`config.mk`:
```
export PLATFORM = sky130hd
export DESIGN_NAME = ipt_match
export DESIGN_NICKNAME = d
export VERILOG_FILES = /design/src/assert_macros.svh /design/src/ipt_pkg.sv /design/src/ipt_match.sv
export SDC_FILE = /design/constraint.sdc
export NUM_CORES = 1
export LEC_CHECK = 0
export BUFFER_PORTS_ARGS = -buffer_cell sky130_fd_sc_hd__clkbuf_2
export CAP_MARGIN = 30
export CELL_PAD_IN_SITES_DETAIL_PLACEMENT = 0
export CELL_PAD_IN_SITES_GLOBAL_PLACEMENT = 1
export CORE_AREA = 2 2 256 258
export DETAILED_ROUTE_END_ITERATION = 8
export DIE_AREA = 0 0 258 260
export PLACE_DENSITY_LB_ADDON = 0.1
export SLEW_MARGIN = 5
export SYNTH_ARGS = -nofsm -noshare
export SYNTH_HDL_FRONTEND = slang
export SYNTH_SLANG_ARGS = --single-unit
```
`constraint.sdc`:
```
create_clock -name vclk -period 3.8
set_clock_uncertainty 0.15 [all_clocks]
set_input_delay 0.57 -clock vclk [all_inputs]
set_output_delay 0.57 -clock vclk [all_outputs]
set_load 0.02 [all_outputs]
```
`src/assert_macros.svh`:
```
// assertion macros shared by the rtl files
`ifndef ASSERT_MACROS_SVH
`define ASSERT_MACROS_SVH

// property that must hold on every clock edge outside reset
`define IPT_ASSERT(lbl, prop, msg) \
	lbl: assert property (@(posedge clk) disable iff (!arst_n) (prop)) else $error(msg);

// antecedent implies consequent in the same cycle
`define IPT_ASSERT_IMP(lbl, ante, cons, msg) \
	lbl: assert property (@(posedge clk) disable iff (!arst_n) (ante) |-> (cons)) else $error(msg);

`endif

```
`src/ipt_pkg.sv`:
```
// shared types and constants for the ipv6 prefix translation block
`default_nettype none

package ipt_pkg;

	localparam int ADDR_W = 128;

	localparam logic [1:0] MODE_CLEAR   = 2'd0;
	localparam logic [1:0] MODE_APPEND  = 2'd1;
	localparam logic [1:0] MODE_RESOLVE = 2'd2;
	localparam logic [1:0] MODE_GLOBAL  = 2'd3;

	localparam logic [2:0] ST_FWD     = 3'd0;
	localparam logic [2:0] ST_REV     = 3'd1;
	localparam logic [2:0] ST_MISS    = 3'd2;
	localparam logic [2:0] ST_ADDED   = 3'd3;
	localparam logic [2:0] ST_FULL    = 3'd4;
	localparam logic [2:0] ST_BADLEN  = 3'd5;
	localparam logic [2:0] ST_CLEARED = 3'd6;

	localparam logic [7:0] PLEN_MAX  = 8'd128;
	localparam logic [7:0] GUA_MASK  = 8'hE0;
	localparam logic [7:0] GUA_VALUE = 8'h20;

	// one table row: prefixes, the precomputed prefix mask and the interface
	typedef struct packed {
		logic [ADDR_W-1:0] inner;
		logic [ADDR_W-1:0] outer;
		logic [ADDR_W-1:0] mask;
		logic [7:0]        iface;
	} ipt_rec_t;

	typedef struct packed {
		logic              hit;
		logic              gua;
		logic [ADDR_W-1:0] result;
		logic [7:0]        iface;
	} ipt_match_t;

endpackage

`default_nettype wire

```
`src/ipt_match.sv`:
```
// prefix compare and rewrite of one table row against the lookup address
`default_nettype none

module ipt_match import ipt_pkg::*; (
	input  wire logic [ADDR_W-1:0] addr,
	input  wire ipt_rec_t          rec,
	input  wire logic              reverse,
	output ipt_match_t             mt
);

	logic [ADDR_W-1:0] cmp_pfx;
	logic [ADDR_W-1:0] new_pfx;

	always_comb begin
		// forward pass matches inner and writes outer, reverse the other way
		cmp_pfx   = reverse ? rec.outer : rec.inner;
		new_pfx   = reverse ? rec.inner : rec.outer;
		mt.hit    = (((addr ^ cmp_pfx) & rec.mask) == '0);
		mt.result = (new_pfx & rec.mask) | (addr & ~rec.mask);
		mt.gua    = ((mt.result[ADDR_W-1 -: 8] & GUA_MASK) == GUA_VALUE);
		mt.iface  = rec.iface;
	end

endmodule

`default_nettype wire
```
==> run summary <==
outcome: completed
post-synthesis adder-cell area fraction: 0%
Synth Warn #: 0
Post-Syn Nets: 1284
Total GRT Usage: 11.18%
crit-path cells: buf_8 -> buf_12 -> buf_4 -> mux2i_1 -> xnor2_1 -> a22oi_1 -> nand4_1 -> nor4_1 -> buf_4 -> and4_1 -> clkbuf_4
antenna violations before repair: 6
CP max FO: 27
post-detail-place hpwl: 38.27 mm
RSZ-0062 raised after global routing: false
CP top delay family: buffers and inverters
Area Growth Syn to Fin: 80.24%
vias per cell: 3.591
MaxCap Viol Count: 0
final setup fails: 0
Critical-path top delay cell: nor4_1
Crit path largest cell delay: 0.31 ns
layout cell share with drive strength beyond 1: 48.76%
WP buf/inv: 5
Layout Utilization: 15.98%
actual slew at the worst max-slew pin: 0.4455 ns
std cell rows: 93
top cells by area, synth: mux2i_1, xnor2_1, a21oi_1
post-synthesis simple-gate area fraction: 10.94%
Seq/Total Area, Yosys: 0%
Worst VDD drop: 0.04247 mV
Vias: 8129
max_slew headroom: 70.30%
final non-filler cell total: 2264
Compound-Gate Fraction of Synth Area: 19.72%
Mapped Area: 5685 µm²
detailed router's first-iteration violation count: 236
area leader, netlist: mux2i_1
sequential cells: 0
grt total ovfl: 0
FMAX: 282.3 MHz
crit path time final: 3.543 ns
fin nets: 1930
Placed Cells: 2255
XOR/XNOR share of the synthesized area: 19.72%
Post-CTS Hold Buffers: 0
critical path capture point: mt[137]
Power Dens Cells: 135.7 nW/µm²
Clock Buffer Count: 0
Routed Antenna Nets: 0
core area: 64120 µm²
IO Pins: 659
dpl cell area: 10110 µm²
register area: 0 µm²
Die Span X: 258 µm
height of the die: 260 µm
DIE AREA: 67080 µm²
mux share of post-synthesis cell area: 45.07%
Required @ worst endpoint: 3.08 ns
WL final: 40.70 mm
largest net degree at the start of global routing: 28
CP startpoint: reverse
number of global-route vias before repair: 8668
syn avg cell area: 7.451 µm²
post-route cell area: 10250 µm²
Synth top area share: 45.07%
Final Cycle Share: 93.23%
WP data arrival: 2.82 ns
crit start category: input port
Residual DRC: 0
Final Hold Viols: 0
WS Path Type: in2out
largest family of logic cells by synthesized area: multiplexers
first-pass detailed-route iteration total: 4
count of input and output buffers: 643
critical path depth in cells: 11
most frequent CP cell: buf_4
Pleak: 5.306 nW
critical path capture point type: output port
total power draw: 1.390 mW
starting density of the core: 8.868%
hold slack: 0.9900 ns
Yosys cell types: 13
Slew Limit Fails: 0
wire length per cell: 17.98 µm
Placer Congestion: 0.8094
Hold Crit Class: in2out
first-pass GRT wire length: 56.63 mm
post-synthesis cell count: 763
==> cell usage in the layout (no fill, tap or decap), types with 2 or more instances in the layout <==
master and count:
a21oi_1 128, a22oi_1 64, buf_12 13, buf_4 22
clkbuf_2 641, diode_2 2, mux2i_1 254, mux2i_2 2
nand4_1 16, nor2_1 128, nor4_2 3, xnor2_1 128
==> area by class of cell <==
| cell class | instances | area, µm² |
|---|---|---|
| fill | 7491 | 53870 |
| multi-input combinational | 726 | 5453 |
| timing repair buffer | 681 | 3720 |
| tap | 855 | 1070 |
| antenna | 2 | 5.005 |
==> power breakdown <==
part	switching, mW	leakage (nW)	internal, mW	total [mW]
clock network	0	0.0000127	0.0000000706	0.0000000706
registers	0	0	0	0
logic	0.746	5.31	0.645	1.39
total	0.746	5.31	0.645	1.39
==> Yosys cell counts <==
library cell,number
a21oi_1,128
a22oi_1,64
and4_1,1
buf_2,18
buf_4,10
buf_6,8
clkbuf_1,1
mux2i_1,256
nand4_1,16
nor2_1,128
nor3b_1,1
nor4_1,4
xnor2_1,128
==> through the flow <==
step	TNS, ns	setup slack (ns)
floorplan	0	0.6675
global placement	-0.1290	-0.1290
detailed placement	-0.07314	-0.07314
CTS	0	0.001242
global route	0	0.0006712
finish	0	0.2574
==> cells by family after synthesis <==
| kind of cell | count (synthesis) |
|---|---|
| AOI/OAI and AO/OA | 192 |
| and+or+nand+nor | 150 |
| buffers and inverters | 37 |
| muxes | 256 |
| xor gates and xnor gates | 128 |
==> timing repair <==
action                                 CTS  global route
gates resized for setup                  3             6
setup endpoints to repair                1             1
buffers inserted                         0             6
pin swaps                                0             2
gates cloned                             0             1
endpoints found under the hold margin    0             0
==> how the worst min path moves through the flow <==
stage / slack [ns] / end / depth (start not counted) / start
after floorplan: 1.10 / mt[0] / 1 / rec[0]
after global placement: 0.99 / mt[1] / 0 / rec[1]
after global routing: 0.99 / mt[2] / 0 / rec[2]
after detailed placement: 0.99 / mt[1] / 0 / rec[1]
after CTS: 0.99 / mt[1] / 0 / rec[1]
final: 0.99 / mt[0] / 0 / rec[0]
==> per-layer routing <==
metal | wire [µm] | GRT usage [%]
met4 | 291 | 0.6744
met3 | 3032 | 2.846
met2 | 22830 | 23.12
met5 | 56 | 0
met1 | 14490 | 11.58
No activity file was read; power rests on OpenSTA's default activity.
