**src/assert_macros.svh**
```systemverilog
// assertion macros shared by the rtl files
`ifndef ASSERT_MACROS_SVH
`define ASSERT_MACROS_SVH

// property that must hold on every clock edge outside reset
`define IPT_ASSERT(lbl, prop, msg) \
	lbl: assert property (@(posedge clk) disable iff (!arst_n) (prop)) else $error(msg);

// antecedent implies consequent in the same cycle
`define IPT_ASSERT_IMP(lbl, ante, cons, msg) \
	lbl: assert property (@(posedge clk) disable iff (!arst_n) (ante) |-> (cons)) else $error(msg);

`endif

```
**src/ipt_ram.sv**
```systemverilog
// generic single-port-write, single-port-read ram with registered read data
`default_nettype none

module ipt_ram #(
	parameter int WIDTH = 8,
	parameter int DEPTH = 64,
	localparam int AW = (DEPTH > 1) ? $clog2(DEPTH) : 1
) (
	input  wire logic                    clk,
	input  wire logic                    wr_en,
	input  wire logic [AW-1:0]           wr_addr,
	input  wire logic [WIDTH-1:0]        wr_data,
	input  wire logic                    rd_en,
	input  wire logic [AW-1:0]           rd_addr,
	output logic      [WIDTH-1:0]        rd_data
);

	logic [WIDTH-1:0] mem [DEPTH];

	always_ff @(posedge clk) begin
		if (wr_en) begin
			mem[wr_addr] <= wr_data;
		end
		if (rd_en) begin
			rd_data <= mem[rd_addr];
		end
	end

endmodule

`default_nettype wire

```
**config.mk**
```make
export PLATFORM = sky130hd
export DESIGN_NAME = ipt_ram
export DESIGN_NICKNAME = d
export VERILOG_FILES = /design/src/assert_macros.svh /design/src/ipt_ram.sv
export SDC_FILE = /design/constraint.sdc
export NUM_CORES = 1
export LEC_CHECK = 0
export BUFFER_PORTS_ARGS = -buffer_cell sky130_fd_sc_hd__buf_2
export CAP_MARGIN = 0
export CORE_MARGIN = 8
export CORE_UTILIZATION = 30
export CTS_CLUSTER_DIAMETER = 120
export DETAILED_ROUTE_END_ITERATION = 12
export GPL_TIMING_DRIVEN = 0
export PLACE_DENSITY = 0.49
export SYNTH_ARGS = -nofsm -noshare
export SYNTH_HDL_FRONTEND = slang
export SYNTH_SLANG_ARGS = --single-unit
export TNS_END_PERCENT = 100
```
**constraint.sdc**
```tcl
create_clock -name clk -period 3.9 [get_ports clk]
set_input_delay 0.78 -clock clk [delete_from_list [all_inputs] [get_ports clk]]
set_output_delay 0.78 -clock clk [all_outputs]
set_load 0.1 [all_outputs]
```
==> reports/metrics.yaml, run 1 <==
logic_synthesis:
  avgSynthCellArea_um2: 21.5
  synthFlopType: "edfxtp_1"
  syn-cell-area_mm2: 0.0202
  synth.area.top_cells: "edfxtp_1 (77%), mux4_2 (14%), nor2_1 (1.5%)"
  ys_types: 39
  synth_fp_nets: 963
  async_flop_share: 0
  yosysTopAreaCell: "edfxtp_1"
  synth.top_cell.area_share: 0.771
  yosysWarnings: 0
  ys_seq_area_frac: 0.771
  synthCells: 940
  synth_edf_count: 520
  synth-seq-cells: 520
setup_path:
  cp_data_arrival_time_ps: 3730
  end_kind: "register"
  r2r-end: "rd_data[6]"
  rr_startpoint: "mem[21][6]"
  startpoint: "rd_addr[2]"
  crit_fanout: 10
  rrSetupSlack_ps: 1620
  cp-endpoint: "rd_data[3]"
  cp-start-kind: "input port"
  reg2reg_depth: 5
  critical_path_class: "in2reg"
  required_ps: 4170
global_route:
  grt_max_degree: 65
  grt_pass1_vias: 9990
  grt_remaining_overflow: 0
  grt_util_all_layers: 0.140
  antenna_found_initial: 5
  grt_pass1_wl_mm: 75.4
sta:
  timing.final.crit_period_ps: 3470
  slew_violations: 0
  hold_viol: 0
  setup_viol: 0
  fmax_mhz: 288
  rsz0062_at_grt: "no"
  fin_hold_ws_ps: 580
  fin_skew_ps: 11.7
  tns_ps: 0
  slew-limit-headroom: 0.116
  finalCritPeriodShare: 0.889
  tightest_slew_ps: 1330
die:
  die_x_um: 276
  die_area_mm2: 0.0761
  core-area_mm2: 0.0670
  die_y_um: 276
  pin_count: 31
  start_util: 0.302
  rows: 95
layout:
  stdcell_count: 1929
  drive_gt1_frac: 0.253
  final_nets: 1038
  syn_to_final_growth_pct: 14.0
  regArea_mm2: 0.0156
  multi_input_area_mm2: 0.00432
  fill_cells: 6286
power_and_ir_drop:
  ir_drop_v: 0.000270
  fin_total_pwr_uw: 11800
  power_density_mw_per_mm2: 510
  p_leak_uw: 0.00702
run:
  cap_viol_max_count: 0
drt:
  num_vias: 9750
  drt_wl_total_mm: 53.0
  drt_iter0_markers: 944
  viasPerCell: 5.05
  ant_nets: 0
  route.detailed.drc: 0
  routedWlPerCell_um: 27.5
  dr.pass1.iters: 5
clock_network:
  clk_latency_ps: 600
  postCtsSetupBuffers: 0
  cts.reportedPaths.clkPinSlew_ps: 60
  cts_tree: "yes"
  cts_max_path_buffers: 3
  cts_resized: 0
  cts-root-buf: "clkbuf_16"
  cts-htree-levels: 2
  clock_sinks: 520
  cts_buffers: 51
  cts_hold_buf: 0
run_status:
  status: "finished clean"
place:
  portBuffers: 22
  hpwl_mm: 33.6
  gp_congestion: 0.832
  dp.cells: 1835
min_path:
  whs_path_depth: 1
  hp-class: "in2reg"
[metrics by stage]
step | utilization | area (um2) | setup WS (ps)
2_1_floorplan | - | 20200 | 1310
3_3_place_gp | 0.320 | 21400 | -39.6
3_5_place_dp | 0.320 | 21400 | -85.9
4_1_cts | 0.344 | 23100 | 541
5_1_grt | 0.344 | 23100 | 440
6_report | 0.344 | 23100 | 433
[critical path: stages]
cell and delay [ps]:
buf_2 200, buf_4 270, clkbuf_1 720, buf_2 560, o221ai_1 210, o21a_1 190, o41ai_1 770
[layout make-up]
class / instances / area share
antenna: 2 / 0.000217
buffer: 51 / 0.0137
clock buffer: 58 / 0.0564
clock inverter: 34 / 0.0141
multi-input combinational: 369 / 0.187
sequential: 520 / 0.676
tap: 873 / 0.0473
timing repair buffer: 22 / 0.00477
[cell usage in the layout (no fill, tap or decap), types with 3 or more instances in the layout]
| cell | netlist | final |
|---|---|---|
| edfxtp_1 | 520 | 520 |
| mux4_2 | 126 | 126 |
| nor2_1 | 83 | 83 |
| clkbuf_16 | 0 | 51 |
| buf_2 | 11 | 33 |
| clkbuf_1 | 17 | 24 |
| mux2i_1 | 23 | 23 |
| nand2_1 | 19 | 19 |
| nor2b_1 | 14 | 14 |
| buf_4 | 13 | 13 |
| mux2_2 | 13 | 13 |
| nand3_1 | 13 | 13 |
| clkinv_2 | 0 | 11 |
| clkinv_1 | 0 | 11 |
| o221ai_1 | 8 | 8 |
| o22ai_1 | 8 | 8 |
| nand2b_1 | 7 | 7 |
| nor3_1 | 7 | 7 |
| a221oi_1 | 6 | 6 |
| bufinv_16 | 0 | 6 |
| buf_6 | 4 | 4 |
| buf_1 | 4 | 4 |
| a211oi_1 | 4 | 4 |
| nand3b_1 | 3 | 3 |
| a21oi_1 | 3 | 3 |
| a22oi_1 | 3 | 3 |
| o2111ai_1 | 3 | 3 |
| o2bb2ai_1 | 3 | 3 |
| inv_6 | 0 | 3 |
[state kept, by name (all words and copies together) (netlist names)]
signal   flops
mem        512
rd_data      8
[synthesized netlist by cell type (3+ instances only)]
cell and instances:
a211oi_1 4, nand3_1 13, a221oi_1 6, buf_1 4
a21oi_1 3, buf_2 11, nor2b_1 14, nor2_1 83
clkbuf_1 17, o221ai_1 8, o2111ai_1 3, nand3b_1 3
mux2_2 13, nand2b_1 7, nor3_1 7, buf_6 4
mux4_2 126, o22ai_1 8, o2bb2ai_1 3, buf_4 13
nand2_1 19, a22oi_1 3, mux2i_1 23, edfxtp_1 520
[worst min-delay path by stage]
stage,slack (ps),to,from
global placement,940,rd_data[7],mem[7][7]
finish,580,rd_data[2],rd_en
floorplan,800,rd_data[0],mem[34][0]
global route,560,rd_data[2],rd_en
detailed placement,940,rd_data[7],mem[7][7]
CTS,550,rd_data[7],rd_en
[kinds of logic after synthesis]
family,synth area share
buffers and inverters,0.0156
AOI/OAI and AO/OA,0.0206
muxes,0.159
and+or+nand+nor,0.0337
DFF,0.771
[power by group]
part	total [uW]	internal, uW	leakage, uW	switching, uW
combinational	686	216	0.00154	470
clock	4880	2790	0.000800	2090
sequential	6210	6200	0.00469	10.0
total	11800	9210	0.00702	2570
[routing by layer]
metal / GRT usage / part of all wire
met1: 0.197 / 0.45
met2: 0.220 / 0.47
met3: 0.0272 / 0.058
met4: 0.0399 / 0.026
met5: 0 / 0.00070
Note: power is estimated with default switching activity, not from simulation.
==> run 2: changes to the inputs <==
Settings changed: CELL_PAD_IN_SITES_DETAIL_PLACEMENT set to 2, CELL_PAD_IN_SITES_GLOBAL_PLACEMENT set to 2, PLACE_DENSITY 0.49 to 0.57.
==> run 2 against run 1 <==
- sequential share of layout area hardly changed
- sequential power hardly changed
- global-route usage is 1.4 points higher
- first-iteration DRC count is 9.4% lower
- clock skew is 3.9 ps higher
- worst hold slack worse by 49 ps
- final cell count is 0.21% higher
- critical endpoint is now rd_data[5]
==> reports/metrics.yaml, run 2 (synthesized netlist as in run 1, its figures left out) <==
run_status:
  status: "finished clean"  # unchanged
clock_network:
  cts-htree-levels: 2  # unchanged
  cts_resized: 0  # unchanged
  postCtsSetupBuffers: 0  # unchanged
  cts-root-buf: "clkbuf_16"  # unchanged
  clock_sinks: 520  # unchanged
  cts_max_path_buffers: 3  # unchanged
  cts_hold_buf: 0  # unchanged
  clk_latency_ps: 600  # about the same
  cts.reportedPaths.clkPinSlew_ps: 60  # about the same
  cts_buffers: 53  # was 51
  cts_tree: "yes"  # unchanged
power_and_ir_drop:
  p_comb_frac: 0.060  # was 0.058
  fin_total_pwr_uw: 11700  # was 11,800 uW
  clkPwrFrac: 0.410  # was 0.414
  p_leak_uw: 0.00701  # was 0.00702 uW
  ir_drop_v: 0.000314  # was 0.000270 V
  sw_frac_of_total: 0.222  # was 0.218
  intPower_uw: 9120  # was 9210 uW
  p_sw_uw: 2610  # was 2570 uW
  power_density_mw_per_mm2: 509  # was 510 mW/mm2
  seqPwrFrac: 0.529  # was 0.527
global_route:
  grt_util_all_layers: 0.154  # was 0.140
  grt_max_degree: 65  # unchanged
  antenna_found_initial: 5  # unchanged
  grt_pass1_wl_mm: 82.4  # was 75.4 mm
  grt_pass1_vias: 10500  # was 9,990
  grt_remaining_overflow: 0  # unchanged
die:
  core-area_mm2: 0.0670  # unchanged
  die_y_um: 276  # unchanged
  start_util: 0.302  # unchanged
  die_x_um: 276  # unchanged
  die_area_mm2: 0.0761  # unchanged
  rows: 95  # unchanged
  pin_count: 31  # unchanged
sta:
  tightest_slew_ps: 1350  # was 1330 ps
  timing.final.crit_period_ps: 3500  # was 3470 ps
  fin_skew_ps: 15.6  # was 11.7 ps
  slew_violations: 0  # unchanged
  fmax_mhz: 286  # was 288 MHz
  setup_viol: 0  # unchanged
  finalCritPeriodShare: 0.897  # was 0.889
  hold_viol: 0  # unchanged
  rsz0062_at_grt: "no"  # unchanged
  slew-limit-headroom: 0.0997  # was 0.116
setup_path:
  required_ps: 4160  # was 4170 ps
  cp_data_arrival_time_ps: 3750  # was 3730 ps
  crit_fanout: 10  # unchanged
  r2r-end: "rd_data[6]"  # unchanged
  critical_path_class: "in2reg"  # unchanged
  reg2reg_depth: 5  # unchanged
  rr_startpoint: "mem[24][6]"  # was mem[21][6]
  rrSetupSlack_ps: 1510  # was 1620 ps
  cp-start-kind: "input port"  # unchanged
  end_kind: "register"  # unchanged
layout:
  top_regs: "mem x512, rd_data x8"  # unchanged
  final_util: 0.344  # about the same
  syn_to_final_growth_pct: 14.0  # about the same
  top_register: "mem"  # unchanged
  final_nets: 1042  # was 1,038
  fill_cells: 6574  # was 6,286
  final_cell_mix: "edfxtp_1 (520), mux4_2 (126), nor2_1 (83), clkbuf_16 (55), clkbuf_1 (36)"  # was edfxtp_1 (520), mux4_2 (126), nor2_1 (83), clkbuf_16 (51), buf_2 (33)
  largest_reg_flops: 512  # unchanged
  drive_gt1_frac: 0.243  # was 0.253
  stdcell_count: 1933  # was 1,929
  final_common_cell: "edfxtp_1"  # unchanged
min_path:
  hp-class: "in2reg"  # unchanged
  whs_path_depth: 1  # unchanged
  hold_end: "rd_data[2]"  # unchanged
  hp-start: "rd_en"  # unchanged
drt:
  viasPerCell: 5.06  # was 5.05
  ant_nets: 0  # unchanged
  routedWlPerCell_um: 30.0  # was 27.5 um
  route.detailed.drc: 0  # unchanged
  drt_wl_total_mm: 58.0  # was 53.0 mm
  drt_iter0_markers: 855  # was 944
  num_vias: 9777  # was 9,750
  dr.pass1.iters: 4  # was 5
place:
  dp.cells: 1835  # unchanged
  hpwl_mm: 37.4  # was 33.6 mm
  portBuffers: 22  # unchanged
  gp_congestion: 0.832  # about the same
run:
  cap_viol_max_count: 0  # unchanged
[run 2: cell count changes in the layout (fill, tap and decap cells not counted)]
cell and change:
buf_12 +1, clkbuf_16 +4, buf_4 +1, clkinv_1 +2, clkbuf_1 +12, clkinvlp_4 -2, clkinv_2 -8, bufinv_16 -4
buf_2 -1, clkbuf_4 +1, inv_6 -2
[run 2: area by class of cell]
type | count | area [um2] | area share
Clock inverter | 20 | 141 | 0.00613
Buffer | 51 | 317 | 0.0137
Multi-Input combinational cell | 369 | 4320 | 0.187
Tap cell | 873 | 1090 | 0.0473
Antenna cell | 2 | 5.00 | 0.000217
Sequential cell | 520 | 15600 | 0.677
Timing Repair Buffer | 24 | 140 | 0.00607
Clock buffer | 74 | 1450 | 0.0627
[run 2: worst max-delay path: stages]
cell and delay [ps]:
buf_2 170, buf_4 270, clkbuf_1 680, buf_2 570, o221ai_1 260, o21a_1 190
o41ai_1 800
[run 2: how the worst max path moves through the flow]
stage | start | to | slack, ps
finish | rd_addr[2] | rd_data[5] | 400
global route | rd_addr[2] | rd_data[5] | 320
detailed placement | rd_addr[2] | rd_data[5] | -230
CTS | rd_addr[2] | rd_data[5] | 400
global placement | rd_addr[2] | rd_data[3] | -80
floorplan | rd_addr[1] | rd_data[3] | 1310
[run 2: power groups by stage]
stage               sequential (uW)  clock (uW)  combinational (uW)
CTS                            6210        4930                 718
detailed placement             6330           0                 717
floorplan                      6380           0                 330
global placement               6330           0                 701
finish                         6210        4810                 709
global route                   6210        5090                 748
[run 2: routing by layer]
layer | part of all wire | wire length (um) | global-route usage
met4 | 0.019 | 1100 | 0.0366
met1 | 0.45 | 26400 | 0.214
met2 | 0.48 | 28000 | 0.250
met5 | 0.00028 | 16 | 0
met3 | 0.043 | 2520 | 0.0259
[run 2: metrics by stage]
stage	hold slack, ps	cell area (um2)	setup TNS, ps	setup WS [ps]
5_1_grt	513	23100	0	321
2_1_floorplan	797	20200	0	1310
3_5_place_dp	1080	21400	-404	-230
3_3_place_gp	1080	21400	-160	-76.9
6_report	531	23100	0	401
4_1_cts	499	23000	0	399
